--- src/sv/slt_pkg.sv ---
// Shared types and codes for the stack-language tokenizer.
package slt_pkg;

	localparam int OFFSET_BITS = 24;
	localparam int LINE_BITS   = 16;

	localparam int KIND_W = 3;
	localparam int ERR_W  = 3;
	localparam int POS_W  = 24;
	localparam int LC_W   = 16;

	localparam logic [KIND_W-1:0] KIND_NUMBER  = 3'd0;
	localparam logic [KIND_W-1:0] KIND_STRING  = 3'd1;
	localparam logic [KIND_W-1:0] KIND_WORD    = 3'd2;
	localparam logic [KIND_W-1:0] KIND_INCLUDE = 3'd3;
	localparam logic [KIND_W-1:0] KIND_ERROR   = 3'd4;

	localparam logic [ERR_W-1:0] ERR_NONE         = 3'd0;
	localparam logic [ERR_W-1:0] ERR_UNEXPECTED   = 3'd1;
	localparam logic [ERR_W-1:0] ERR_OPEN_STRING  = 3'd2;
	localparam logic [ERR_W-1:0] ERR_BAD_INCLUDE  = 3'd3;
	localparam logic [ERR_W-1:0] ERR_OPEN_COMMENT = 3'd4;

	typedef struct packed {
		logic [7:0] ch;
		logic [7:0] next_ch;
		logic       at_end;
	} item_t;

	typedef struct packed {
		logic [KIND_W-1:0] token_kind;
		logic [POS_W-1:0]  token_start;
		logic [POS_W-1:0]  token_length;
		logic [ERR_W-1:0]  error_code;
		logic [LC_W-1:0]   line;
		logic [LC_W-1:0]   column;
	} result_t;

endpackage

--- src/sv/slt_lexer.sv ---
// Lexer state registers and the per-byte mode transition.
module slt_lexer (
	input  logic            clk,
	input  logic            arst_n,
	input  logic            fire,
	input  slt_pkg::item_t  item,
	output logic            res_valid,
	output slt_pkg::result_t res
);
	import slt_pkg::*;

	typedef enum logic [2:0] {
		M_BLANK, M_NUMBER, M_STRING, M_WORD, M_COMMENT, M_INCLUDE, M_HALTED
	} mode_t;

	localparam logic [LINE_BITS-1:0] LC_MAX = {LINE_BITS{1'b1}};

	mode_t                  mode_q, mode_d;
	logic                   is_line_q, is_line_d;
	logic [OFFSET_BITS-1:0] begin_q, begin_d;
	logic [OFFSET_BITS-1:0] offset_q;
	logic [LINE_BITS-1:0]   line_q, col_q;

	logic                   eof, newline, blank, c_digit, nx_digit, emit, count_ok;
	logic [7:0]             c, nx;
	logic [ERR_W-1:0]       err;
	logic [KIND_W-1:0]      kind;
	logic [OFFSET_BITS-1:0] start, len, begin_p1;

	always_comb begin
		eof      = item.at_end;
		c        = eof ? 8'd0 : item.ch;
		nx       = (eof || c == 8'd0) ? 8'd0 : item.next_ch;
		newline  = (c == 8'h0A) || (c == 8'h0D);
		blank    = (c == 8'h20) || newline || eof;
		c_digit  = (c >= 8'h30) && (c <= 8'h39);
		nx_digit = (nx >= 8'h30) && (nx <= 8'h39);
		begin_p1 = begin_q + OFFSET_BITS'(1);

		mode_d    = mode_q;
		is_line_d = is_line_q;
		begin_d   = begin_q;
		err       = ERR_NONE;
		emit      = 1'b0;
		kind      = KIND_WORD;
		start     = begin_q;
		len       = offset_q - begin_q;
		count_ok  = 1'b1;

		case (mode_q)
			M_BLANK: begin
				if (blank) begin
					mode_d = M_BLANK;
				end else if (c == "/" && nx == "/") begin
					mode_d    = M_COMMENT;
					is_line_d = 1'b1;
				end else if (c == "(") begin
					mode_d    = M_COMMENT;
					is_line_d = 1'b0;
				end else if (c == "{") begin
					mode_d  = M_INCLUDE;
					begin_d = offset_q;
				end else if ((c == "-" && (nx_digit || nx == ".")) || c == "." || c_digit) begin
					mode_d  = M_NUMBER;
					begin_d = offset_q;
				end else if (c == "\"") begin
					mode_d  = M_STRING;
					begin_d = offset_q;
				end else if (c >= 8'h21 && c <= 8'h7E) begin
					mode_d  = M_WORD;
					begin_d = offset_q;
				end else begin
					err = ERR_UNEXPECTED;
				end
			end
			M_NUMBER, M_WORD: begin
				if (blank) begin
					emit   = 1'b1;
					kind   = (mode_q == M_NUMBER) ? KIND_NUMBER : KIND_WORD;
					mode_d = M_BLANK;
				end
			end
			M_STRING: begin
				if (eof) begin
					err = ERR_OPEN_STRING;
				end else if (c == "\"") begin
					emit   = 1'b1;
					kind   = KIND_STRING;
					start  = begin_p1;
					len    = offset_q - begin_p1;
					mode_d = M_BLANK;
				end
			end
			M_INCLUDE: begin
				if (newline || eof) begin
					err = ERR_BAD_INCLUDE;
				end else if (c == "}") begin
					emit   = 1'b1;
					kind   = KIND_INCLUDE;
					start  = begin_p1;
					len    = offset_q - begin_p1;
					mode_d = M_BLANK;
				end
			end
			M_COMMENT: begin
				if (is_line_q) begin
					if (newline) mode_d = M_BLANK;
				end else if (c == ")") begin
					mode_d = M_BLANK;
				end else if (eof) begin
					err = ERR_OPEN_COMMENT;
				end
			end
			default: begin
				// halted, or a code that never occurs: freeze
				mode_d   = M_HALTED;
				count_ok = 1'b0;
			end
		endcase

		if (err != ERR_NONE) begin
			emit     = 1'b1;
			kind     = KIND_ERROR;
			start    = offset_q;
			len      = '0;
			mode_d   = M_HALTED;
			count_ok = 1'b0;
		end
	end

	always_ff @(posedge clk or negedge arst_n) begin
		if (!arst_n) begin
			mode_q    <= M_BLANK;
			is_line_q <= 1'b0;
			begin_q   <= '0;
			offset_q  <= '0;
			line_q    <= LINE_BITS'(1);
			col_q     <= LINE_BITS'(1);
		end else if (fire) begin
			mode_q    <= mode_d;
			is_line_q <= is_line_d;
			begin_q   <= begin_d;
			if (count_ok) begin
				offset_q <= offset_q + OFFSET_BITS'(1);
				if (c == 8'h0A) begin
					col_q <= LINE_BITS'(1);
					if (line_q < LC_MAX) line_q <= line_q + LINE_BITS'(1);
				end else if (col_q < LC_MAX) begin
					col_q <= col_q + LINE_BITS'(1);
				end
			end
		end
	end

	assign res_valid        = fire && emit;
	assign res.token_kind   = kind;
	assign res.token_start  = POS_W'(start);
	assign res.token_length = POS_W'(len);
	assign res.error_code   = err;
	assign res.line         = LC_W'(line_q);
	assign res.column       = LC_W'(col_q);

endmodule

--- src/sv/slt_out_reg.sv ---
// Result register holding one token beat until the receiver takes it.
module slt_out_reg (
	input  logic             clk,
	input  logic             arst_n,
	input  logic             load,
	input  slt_pkg::result_t din,
	input  logic             out_ready,
	output logic             out_valid,
	output logic             free,
	output slt_pkg::result_t dout
);
	import slt_pkg::*;

	logic    valid_q;
	result_t data_q;

	assign free      = !valid_q || out_ready;
	assign out_valid = valid_q;
	assign dout      = data_q;

	always_ff @(posedge clk or negedge arst_n) begin
		if (!arst_n) begin
			valid_q <= 1'b0;
		end else if (load) begin
			valid_q <= 1'b1;
		end else if (out_ready) begin
			valid_q <= 1'b0;
		end
	end

	always_ff @(posedge clk) begin
		if (load) data_q <= din;
	end

endmodule

--- src/sv/stack_language_tokenizer_top.sv ---
// Top level of the stack-language tokenizer.
// Usage:
//   Input channel (in_valid/in_ready) carries one source byte per beat: ch,
//   the lookahead byte next_ch and the end mark at_end.
//   Output channel (out_valid/out_ready) carries one token or error beat:
//   token_kind, token_start, token_length, error_code, line, column.
//   Only bytes that close a token, or fail, produce an output beat.
// Path: a byte is taken into the input register, evaluated against the
//   lexer state, and a resulting beat is loaded into the output register.
// Throughput: one byte per cycle while out_ready is high; the lexer state
//   is updated once per byte, so back-to-back bytes flow freely.
// Stall: while the output register holds an untaken beat the staged byte
//   waits, and in_ready drops once the input register is also full.
// Reset (arst_n low): blank mode, offset 0, line 1, column 1, both
//   registers empty. After an error beat the block halts: later bytes are
//   taken and dropped until the next reset.
module stack_language_tokenizer_top (
	input  logic                        clk,
	input  logic                        arst_n,
	input  logic                        in_valid,
	output logic                        in_ready,
	input  logic [7:0]                  ch,
	input  logic [7:0]                  next_ch,
	input  logic                        at_end,
	output logic                        out_valid,
	input  logic                        out_ready,
	output logic [slt_pkg::KIND_W-1:0]  token_kind,
	output logic [slt_pkg::POS_W-1:0]   token_start,
	output logic [slt_pkg::POS_W-1:0]   token_length,
	output logic [slt_pkg::ERR_W-1:0]   error_code,
	output logic [slt_pkg::LC_W-1:0]    line,
	output logic [slt_pkg::LC_W-1:0]    column
);
	import slt_pkg::*;

	logic    valid_s1, advance, res_valid, out_free;
	item_t   item_s1;
	result_t res, res_q;

	assign advance  = valid_s1 && out_free;
	assign in_ready = !valid_s1 || advance;

	always_ff @(posedge clk or negedge arst_n) begin
		if (!arst_n) begin
			valid_s1 <= 1'b0;
		end else if (in_ready) begin
			valid_s1 <= in_valid;
		end
	end

	always_ff @(posedge clk) begin
		if (in_valid && in_ready) begin
			item_s1.ch      <= ch;
			item_s1.next_ch <= next_ch;
			item_s1.at_end  <= at_end;
		end
	end

	slt_lexer u_lexer (
		.clk       (clk),
		.arst_n    (arst_n),
		.fire      (advance),
		.item      (item_s1),
		.res_valid (res_valid),
		.res       (res)
	);

	slt_out_reg u_out (
		.clk       (clk),
		.arst_n    (arst_n),
		.load      (res_valid),
		.din       (res),
		.out_ready (out_ready),
		.out_valid (out_valid),
		.free      (out_free),
		.dout      (res_q)
	);

	assign token_kind   = res_q.token_kind;
	assign token_start  = res_q.token_start;
	assign token_length = res_q.token_length;
	assign error_code   = res_q.error_code;
	assign line         = res_q.line;
	assign column       = res_q.column;

endmodule

--- config.mk ---
export PLATFORM = sky130hd
export DESIGN_NAME = stack_language_tokenizer_top
export DESIGN_NICKNAME = d
export VERILOG_FILES = /design/src/sv/slt_pkg.sv /design/src/sv/slt_lexer.sv /design/src/sv/slt_out_reg.sv /design/src/sv/stack_language_tokenizer_top.sv
export SDC_FILE = /design/constraint.sdc
export NUM_CORES = 1
export LEC_CHECK = 0
export BUFFER_PORTS_ARGS = -buffer_cell sky130_fd_sc_hd__buf_4
export CAP_MARGIN = 5
export CORE_MARGIN = 2
export CORE_UTILIZATION = 40
export CTS_CLUSTER_DIAMETER = 150
export DETAILED_ROUTE_END_ITERATION = 8
export GPL_ROUTABILITY_DRIVEN = 0
export PLACE_DENSITY = 0.67
export REMOVE_ABC_BUFFERS = 1
export SYNTH_ARGS = -nofsm -noshare
export SYNTH_HDL_FRONTEND = slang
export SYNTH_SLANG_ARGS = --single-unit
--- constraint.sdc ---
create_clock -name clk -period 14 [get_ports clk]
set_input_delay 2.8 -clock clk [delete_from_list [all_inputs] [get_ports clk]]
set_output_delay 2.8 -clock clk [all_outputs]
set_load 0.05 [all_outputs]
* Yosys cells after proc, flatten, opt, wreduce, memory -nomap -nowiden
Cells that the tools add are included.
Widths: inputs -> output; s select.
** Word-level totals
- Register bits :: 189
- Input bits :: 21
- Output and inout bits :: 88
** Operators by class
- Mux-type cells :: 69
- Bitwise gates (word level) :: 3
- Reduce and logical (&&, ||, !) cells :: 35
- Equal/unequal tests :: 26
- $lt $le $gt $ge :: 8
- $add $sub $neg :: 6
** Operator list (count)
- $mux 24 :: 13
- $pmux 24 s2 :: 2
- $mux 3 :: 28
- $eq 8x6->1 const B :: 9
- $add 24x1->24 const B :: 2
- $sub 24x24->24 :: 2
- $add 16x1->16 const B :: 2
- $lt 16x16->1 const B :: 2
- $mux 16 :: 2
- $ge 8x6->1 const B :: 3
- $eq 8x4->1 const B :: 2
- $eq 8x7->1 const B :: 2
- $le 8x6->1 const B :: 2
- $mux 8 :: 2
- $pmux 3 s5 :: 1
- $mux 1 :: 14
- $pmux 3 s4 :: 1
- $logic_or 1x1->1 :: 10
- $ne 3x1->1 const B :: 3
- $ne 9x1->1 const B :: 1
- $pmux 3 s3 :: 1
- $reduce_and 9->1 :: 1
- $le 8x7->1 const B :: 1
- $logic_and 1x1->1 :: 8
- other kinds (22) :: 33

* Depth between registers and ports, before layout
Gate-level depths: netlist (run 1).
- Depth in word-level cells :: 20
- Depth in mapped cells :: 19

* By module
From an unflattened synthesis (run 1), not the netlist that was laid out.
** Unflattened totals
- Cells, all modules :: 1069
- Area, all modules :: 10817.9 µm²
** By module, submodules not included
- slt_lexer :: times used 1, area each 7617.3 µm², cells an instance 958
- slt_out_reg :: times used 1, area each 2630.0 µm², cells an instance 89
- stack_language_tokenizer_top :: times used 1, area each 570.5 µm², cells an instance 22

* Least setup slack after synthesis (run 1)
No wires, ideal clock.
- Path kind :: input to register
- From :: in out_ready
- To :: reg u_out.data_q, in the netlist u_out.dout[0] (enable)
- Slack :: 6.188 ns
- Cell stages on the path :: 4
- Setup time :: 0.560 ns
- Arrival :: 7.251 ns
- Cells stage by stage :: inv_1 nand2_1 nand2_1 a21oi_1
** Between the ends
- Word-level cells in the longest chain between the ends :: 3
** Ends and longest elaborated chain
- start: declaration :: line stack_language_tokenizer_top.sv:26 : input logic out_ready,
- $logic_or 1x1->1 :: line slt_out_reg.sv:17 : assign free = !valid_q || out_ready;
- $logic_and 1x1->1 :: line stack_language_tokenizer_top.sv:40 : assign advance = valid_s1 && out_free;
- $logic_and 1x1->1 :: line slt_lexer.sv:155 : assign res_valid = fire && emit;
- named net res_valid :: line stack_language_tokenizer_top.sv:36 : logic valid_s1, advance, res_valid, out_free;
- end signal: assignment :: line slt_out_reg.sv:32 : if (load) data_q <= din;
- end: declaration :: line slt_out_reg.sv:15 : result_t data_q;
The timed path passes the listed nets, and every way through them passes these cells.
A chain may end at the register's enable or synchronous reset.

* Final worst setup path (run 1)
- From :: in out_ready
- To :: out in_ready
** Between the ends
- Word-level cells in the longest chain between the ends :: 3
** Ends and longest elaborated chain
- $logic_or 1x1->1 :: line slt_out_reg.sv:17
- $logic_and 1x1->1 :: line stack_language_tokenizer_top.sv:40
- $logic_or 1x1->1 :: line stack_language_tokenizer_top.sv:41 : assign in_ready = !valid_s1 || advance;
- end: declaration :: line stack_language_tokenizer_top.sv:21 : output logic in_ready,
No other way between the ends.

==> results of run 1 <==
[layer usage]
metal / global-route usage (%) / routed length [um] / share of wire, %
met3: 3.37 / 968 / 3.9
met4: 5.02 / 396 / 1.6
met2: 28.8 / 11500 / 46
met5: 0 / 0 / 0
met1: 24.8 / 11900 / 48
[power groups by stage]
stage	combinational (mW)	clock [mW]	sequential, mW
6_report	1.33	0.483	0.845
5_1_grt	1.46	0.519	0.861
4_1_cts	1.34	0.492	0.846
3_5_place_dp	1.33	0	0.857
3_3_place_gp	1.31	0	0.855
2_1_floorplan	0.706	0	1.14
[synthesized netlist by cell type (all sizes together), types with 12 or more instances]
library cell / number / share of area (%)
inv: 42 / 1.5
a211oi: 12 / 0.83
xnor2: 101 / 8.1
and3: 18 / 1.0
a21oi: 44 / 2.0
clkbuf: 27 / 0.93
nor2: 79 / 2.7
nor3: 26 / 1.2
xor2: 29 / 2.3
ha: 51 / 5.9
dfrtp: 84 / 19
nand4: 17 / 0.98
nand2: 113 / 3.9
edfxtp: 103 / 28
o21ai: 60 / 2.8
nand3: 53 / 2.4
a21o: 21 / 1.4
mux2: 22 / 2.3
[path summary, 6_finish.rpt]
| check | from | end | cells after the start |
|---|---|---|---|
| max | out_ready | in_ready | 4 |
| min | u_lexer.line_q[7]$_DFFE_PN0P_ | u_lexer.line_q[7]$_DFFE_PN0P_ | 1 |
| max reg2reg | u_lexer.begin_q[0]$_DFFE_PN0P_ | u_out.dout[57]$_SDFFCE_PP0P_ | 16 |
| min reg2reg | u_lexer.line_q[7]$_DFFE_PN0P_ | u_lexer.line_q[7]$_DFFE_PN0P_ | 1 |
| max in group asynchronous | arst_n | u_lexer.mode_q[1]$_DFFE_PN0P_ | 2 |
| min in group asynchronous | arst_n | u_lexer.col_q[1]$_DFFE_PN0P_ | 1 |
[cell usage in the layout, fill, tap and decap left out, types with 4 or more instances in the layout]
| cell type | instances |
|---|---|
| xor2_1 | 29 |
| nand3_1 | 53 |
| inv_8 | 4 |
| and3_1 | 18 |
| a211oi_1 | 12 |
| o22ai_1 | 6 |
| or3_1 | 5 |
| xnor2_1 | 101 |
| clkbuf_16 | 17 |
| or2_2 | 5 |
| nand3b_1 | 6 |
| nand2_1 | 113 |
| nor2_1 | 79 |
| clkinv_4 | 4 |
| nor3_1 | 26 |
| nor4b_1 | 5 |
| inv_1 | 41 |
| ha_1 | 51 |
| mux2_2 | 22 |
| nand2b_1 | 7 |
| a21oi_1 | 43 |
| o211ai_1 | 6 |
| buf_4 | 113 |
| dfrtp_1 | 84 |
| and4_1 | 7 |
| o21bai_1 | 7 |
| and2_1 | 8 |
| nor2b_1 | 11 |
| nand4_1 | 17 |
| edfxtp_1 | 103 |
| a21o_1 | 21 |
| a31oi_1 | 10 |
| o21a_1 | 11 |
| o21ai_0 | 59 |
| nor4_1 | 4 |
[cell type report]
class | instances | area (um2) | area share [%]
Tap cell | 341 | 427 | 3.38
Sequential cell | 189 | 5250 | 41.6
Clock buffer | 17 | 425 | 3.37
Clock inverter | 15 | 166 | 1.32
Multi-Input combinational cell | 794 | 5350 | 42.4
Inverter | 42 | 160 | 1.27
Timing Repair Buffer | 113 | 848 | 6.72
[kinds of logic after synthesis]
| family | count (synthesis) | share of synthesized area [%] |
|---|---|---|
| simple gates | 383 | 17.7 |
| mux | 25 | 2.55 |
| compound gates | 203 | 11.9 |
| fa+ha+maj | 53 | 6.23 |
| flops | 189 | 48.2 |
| buf+inv | 78 | 2.94 |
| xor+xnor | 130 | 10.5 |
[per-stage QoR]
stage	total power, mW	area [um2]	setup slack, ns	hold WS (ns)	util (%)
final	2.66	12600	7.89	0.492	47.0
after detailed placement	2.19	12000	7.89	0.480	44.8
after CTS	2.67	12600	7.88	0.495	47.0
after global routing	2.84	12600	7.85	0.510	47.0
after floorplan	1.84	10700	6.19	0.454	-
after global placement	2.17	12000	7.90	0.477	44.8
[state kept, by name (all words and copies together) (netlist names)]
register           count
u_out.dout            86
u_lexer.begin_q       24
u_lexer.offset_q      24
item_s1               17
u_lexer.col_q         16
u_lexer.line_q        16
u_lexer.mode_q         3
u_lexer.is_line_q      1
u_out.out_valid        1
valid_s1               1
==> impl_metrics.yaml, run 1 <==
routing:
  first_pass_iters: 7
  drt_wl_total_mm: 24.7
  initialDrtViolationCount: 621
  viasPerCell: 5.40
  detail_route.wl_per_cell_um: 16.4
  vias: 8164
  drc: 0
  ant_nets: 0
sta:
  clock_skew_ns: 0.0107
  fmax_mhz: 164
  finalCritPeriodShare_pct: 43.7
  rsz0062_at_grt: "false"
  relSlewSlack_pct: 29.0
  setup_viol: 0
  finalCriticalPeriod_ns: 6.11
  hold_viol_final: 0
  setup-tns-final_ns: 0
  worst_pin_slew_ns: 1.06
  slew_violations: 0
clock_tree:
  cts_setup_buffers: 0
  cts_resized: 0
  cts_tree: "yes"
  clk_path_buf_depth: 2
  cts_htree_levels: 4
  clkLatencyLatePin_ns: 0.44
  clockRootBuffer: "clkbuf_16"
  cts_hold_buffers: 0
  cts_buffers: 17
  clock-sinks: 189
  cts.clk_slew.worst_paths_ns: 0.08
power_and_ir_drop:
  ir_drop_uv: 125
  p_sw_share_pct: 44.5
  p_int_mw: 1.48
  p_seq_share_pct: 31.8
  power.switching_mw: 1.18
  power.density_nw_per_um2: 211
  p_leak_nw: 5.06
  comb_power_share_pct: 50.1
  clock_power_share_pct: 18.2
yosys:
  synth_seq_area_share_pct: 48.2
  synthArstFlopShare_pct: 45.5
  ys_seq_elements: 189
  ys_warn_count: 0
  synth_area_um2: 10900
  yosys.cell_types.count: 72
  synth_edf_count: 103
  synthCells: 1061
  avgSynthCellArea_um2: 10.3
  ys.flop_type: "edfxtp_1"
grt:
  grt_pass1_vias: 7873
  grt-ovfl-total: 0
  grt_start_max_net_pins: 81
  antenna_found_initial: 0
  grt_usage_pct: 17.9
  grt_pass1_wl_mm: 40.9
setup_path:
  path_buf_inv: 3
  r2r_setup_slack_ns: 9.16
  critPathKind: "in2out"
  cp_cell_sequence: "buf_4, inv_1, nand3_1, buf_4"
  crit_slowest_cell: "buf_4"
  arrival_ns: 3.31
  crit_path_end_kind: "output pin"
  setup.worst_path.start_class: "input port"
  cp_max_fo: 3
  slowest_delay_ns: 0.21
  crit_top_cell: "buf_4"
  required_ns: 11.20
  crit_family: "buffers and inverters"
min_path:
  min-delay-path-class: "reg2reg"
die:
  rows: 60
  core_um2: 26900
  fp.dieW_um: 169
  pin_count: 109
  die_area_um2: 28600
  initial_core_util_pct: 40.5
  die_h_um: 169
status:
  status: "finished, final reports clean"
final_layout:
  num-fill-cells: 2483
  layout.cells.non_filler: 1511
  layout.nets: 1231
  area_growth_pct: 15.9
  antennaDiodeCount: 0
  drive_above_1_share_pct: 16.2
placed_design:
  dp.cells: 1479
  hpwl_mm: 17.3
  numPortBuffers: 108
job:
  drv_cap: 0
No activity file was read; power rests on OpenSTA's default activity.
==> inputs of run 2 (changes only) <==
- PLACE_DENSITY: 0.67 -> 0.69
- clock period: 14 -> 5.6 ns (I/O delays scaled with it)
==> impl_metrics.yaml, run 2 (synthesized netlist as in run 1, its figures left out) <==
sta:
  relSlewSlack_pct: 30.8
  worst_pin_slew_ns: 1.03
  fmax_mhz: 222
  clock_skew_ns: 0.00738
  finalCriticalPeriod_ns: 4.50
  rsz0062_at_grt: "false"
  hold_viol_final: 0
  slew_violations: 0
  finalCritPeriodShare_pct: 80.4
  setup_viol: 0
  setup-tns-final_ns: 0
routing:
  drt_wl_total_mm: 25.2
  ant_nets: 0
  first_pass_iters: 5
  drc: 0
  viasPerCell: 5.46
  initialDrtViolationCount: 703
  detail_route.wl_per_cell_um: 16.7
  vias: 8249
die:
  pin_count: 109
  rows: 60
  die_area_um2: 28600
  fp.dieW_um: 169
  initial_core_util_pct: 40.5
  core_um2: 26900
  die_h_um: 169
final_layout:
  final_cell_mix: "nand2_1 (113), buf_4 (113), edfxtp_1 (103)"
  drive_above_1_share_pct: 16.1
  area_growth_pct: 16.3
  layout.nets: 1231
  antennaDiodeCount: 0
  largest_reg_flops: 86
min_path:
  min-delay-path-class: "reg2reg"
  hold_start: "u_lexer.line_q[7]$_DFFE_PN0P_"
grt:
  grt_usage_pct: 18.2
  grt_pass1_vias: 8052
  grt_start_max_net_pins: 74
  grt_pass1_wl_mm: 41.8
  grt-ovfl-total: 0
  antenna_found_initial: 0
clock_tree:
  cts_buffers: 17
  cts_setup_buffers: 0
  clockRootBuffer: "clkbuf_16"
  cts_resized: 0
  cts_hold_buffers: 0
  clock-sinks: 189
  clk_path_buf_depth: 2
  cts_htree_levels: 4
  clkLatencyLatePin_ns: 0.43
  cts_tree: "yes"
  cts.clk_slew.worst_paths_ns: 0.07
status:
  status: "finished, final reports clean"
placed_design:
  hpwl_mm: 17.9
  numPortBuffers: 108
setup_path:
  critPathKind: "reg2reg"
  cp_max_fo: 7
  setup.worst_path.start_class: "flip-flop"
  crit_start: "u_lexer.begin_q[0]$_DFFE_PN0P_"
  required_ns: 5.78
  arrival_ns: 4.68
  crit_path_end_kind: "flip-flop"
  r2r-start: "u_lexer.begin_q[0]$_DFFE_PN0P_"
power_and_ir_drop:
  ir_drop_uv: 217
  power.density_nw_per_um2: 530
  p_total_mw: 6.72
  p_leak_nw: 5.09
job:
  drv_cap: 0
-- run 2: cell count changes in the layout (fill, tap and decap cells not counted), sizes merged --
| cell | change |
|---|---|
| bufinv | +2 |
| clkbuf | +2 |
| clkinv | -3 |
| inv | -1 |
-- run 2: worst paths after layout --
check,end,slack (ns),cells past startpoint
setup reg to reg,u_out.dout[57]$_SDFFCE_PP0P_,1.10,16
hold / removal,u_lexer.line_q[7]$_DFFE_PN0P_,0.49,1
min in group asynchronous,u_lexer.col_q[1]$_DFFE_PN0P_,0.60,1
max in group asynchronous,u_lexer.begin_q[9]$_DFFE_PN0P_,3.90,2
setup / recovery,u_out.dout[57]$_SDFFCE_PP0P_,1.10,16
hold reg to reg,u_lexer.line_q[7]$_DFFE_PN0P_,0.49,1
-- run 2: worst max-delay path, cell delays in order (launching register included) --
cell      delay (ns)
dfrtp_1         0.42
and3_1          0.26
nand4_1         0.21
or2_2           0.38
nor4_1          0.51
nand3_1         0.21
xnor2_1         0.16
ha_1            0.36
o21ai_0         0.15
o21ai_0         0.13
or3_1           0.32
o21a_1          0.22
a221o_1         0.34
a31oi_1         0.29
nor2b_1         0.10
nand4b_1        0.10
o211ai_1        0.09
-- run 2: power by group --
part           switching [mW]  internal, mW
clock network           0.586         0.694
registers               0.205          1.91
logic                    2.14          1.18
-- run 2: metal layers --
layer | vias up | part of all wire, % | routed length, um | GRT usage (%)
met1 | 3964 | 46 | 11500 | 24.7
li1 | 4013 | - | - | -
met2 | 226 | 47 | 11800 | 29.7
met3 | 46 | 4.9 | 1240 | 3.41
met4 | 0 | 2.4 | 606 | 5.54
met5 | - | 0 | 0 | 0
-- run 2: layout make-up --
cell class | count | area [um2]
fillers | 2506 | 14200
multi-input cells | 794 | 5360
flip-flops and latches | 189 | 5250
repair buffers | 113 | 848
clock buffers | 19 | 443
well taps | 341 | 427
clock inverters | 13 | 181
inverters | 42 | 160
-- run 2: stage by stage --
stage | hold slack [ns] | worst slack [ns] | cells | area, um2 | utilization [%]
after detailed placement | 0.482 | 1.12 | 1479 | 12000 | 44.8
final | 0.495 | 1.10 | 1511 | 12700 | 47.1
after global placement | 0.475 | 1.28 | 1479 | 12000 | 44.8
after CTS | 0.494 | 1.10 | 1511 | 12700 | 47.1
after global routing | 0.517 | 0.579 | 1511 | 12700 | 47.1
after floorplan | 0.454 | -2.13 | 1025 | 10700 | -
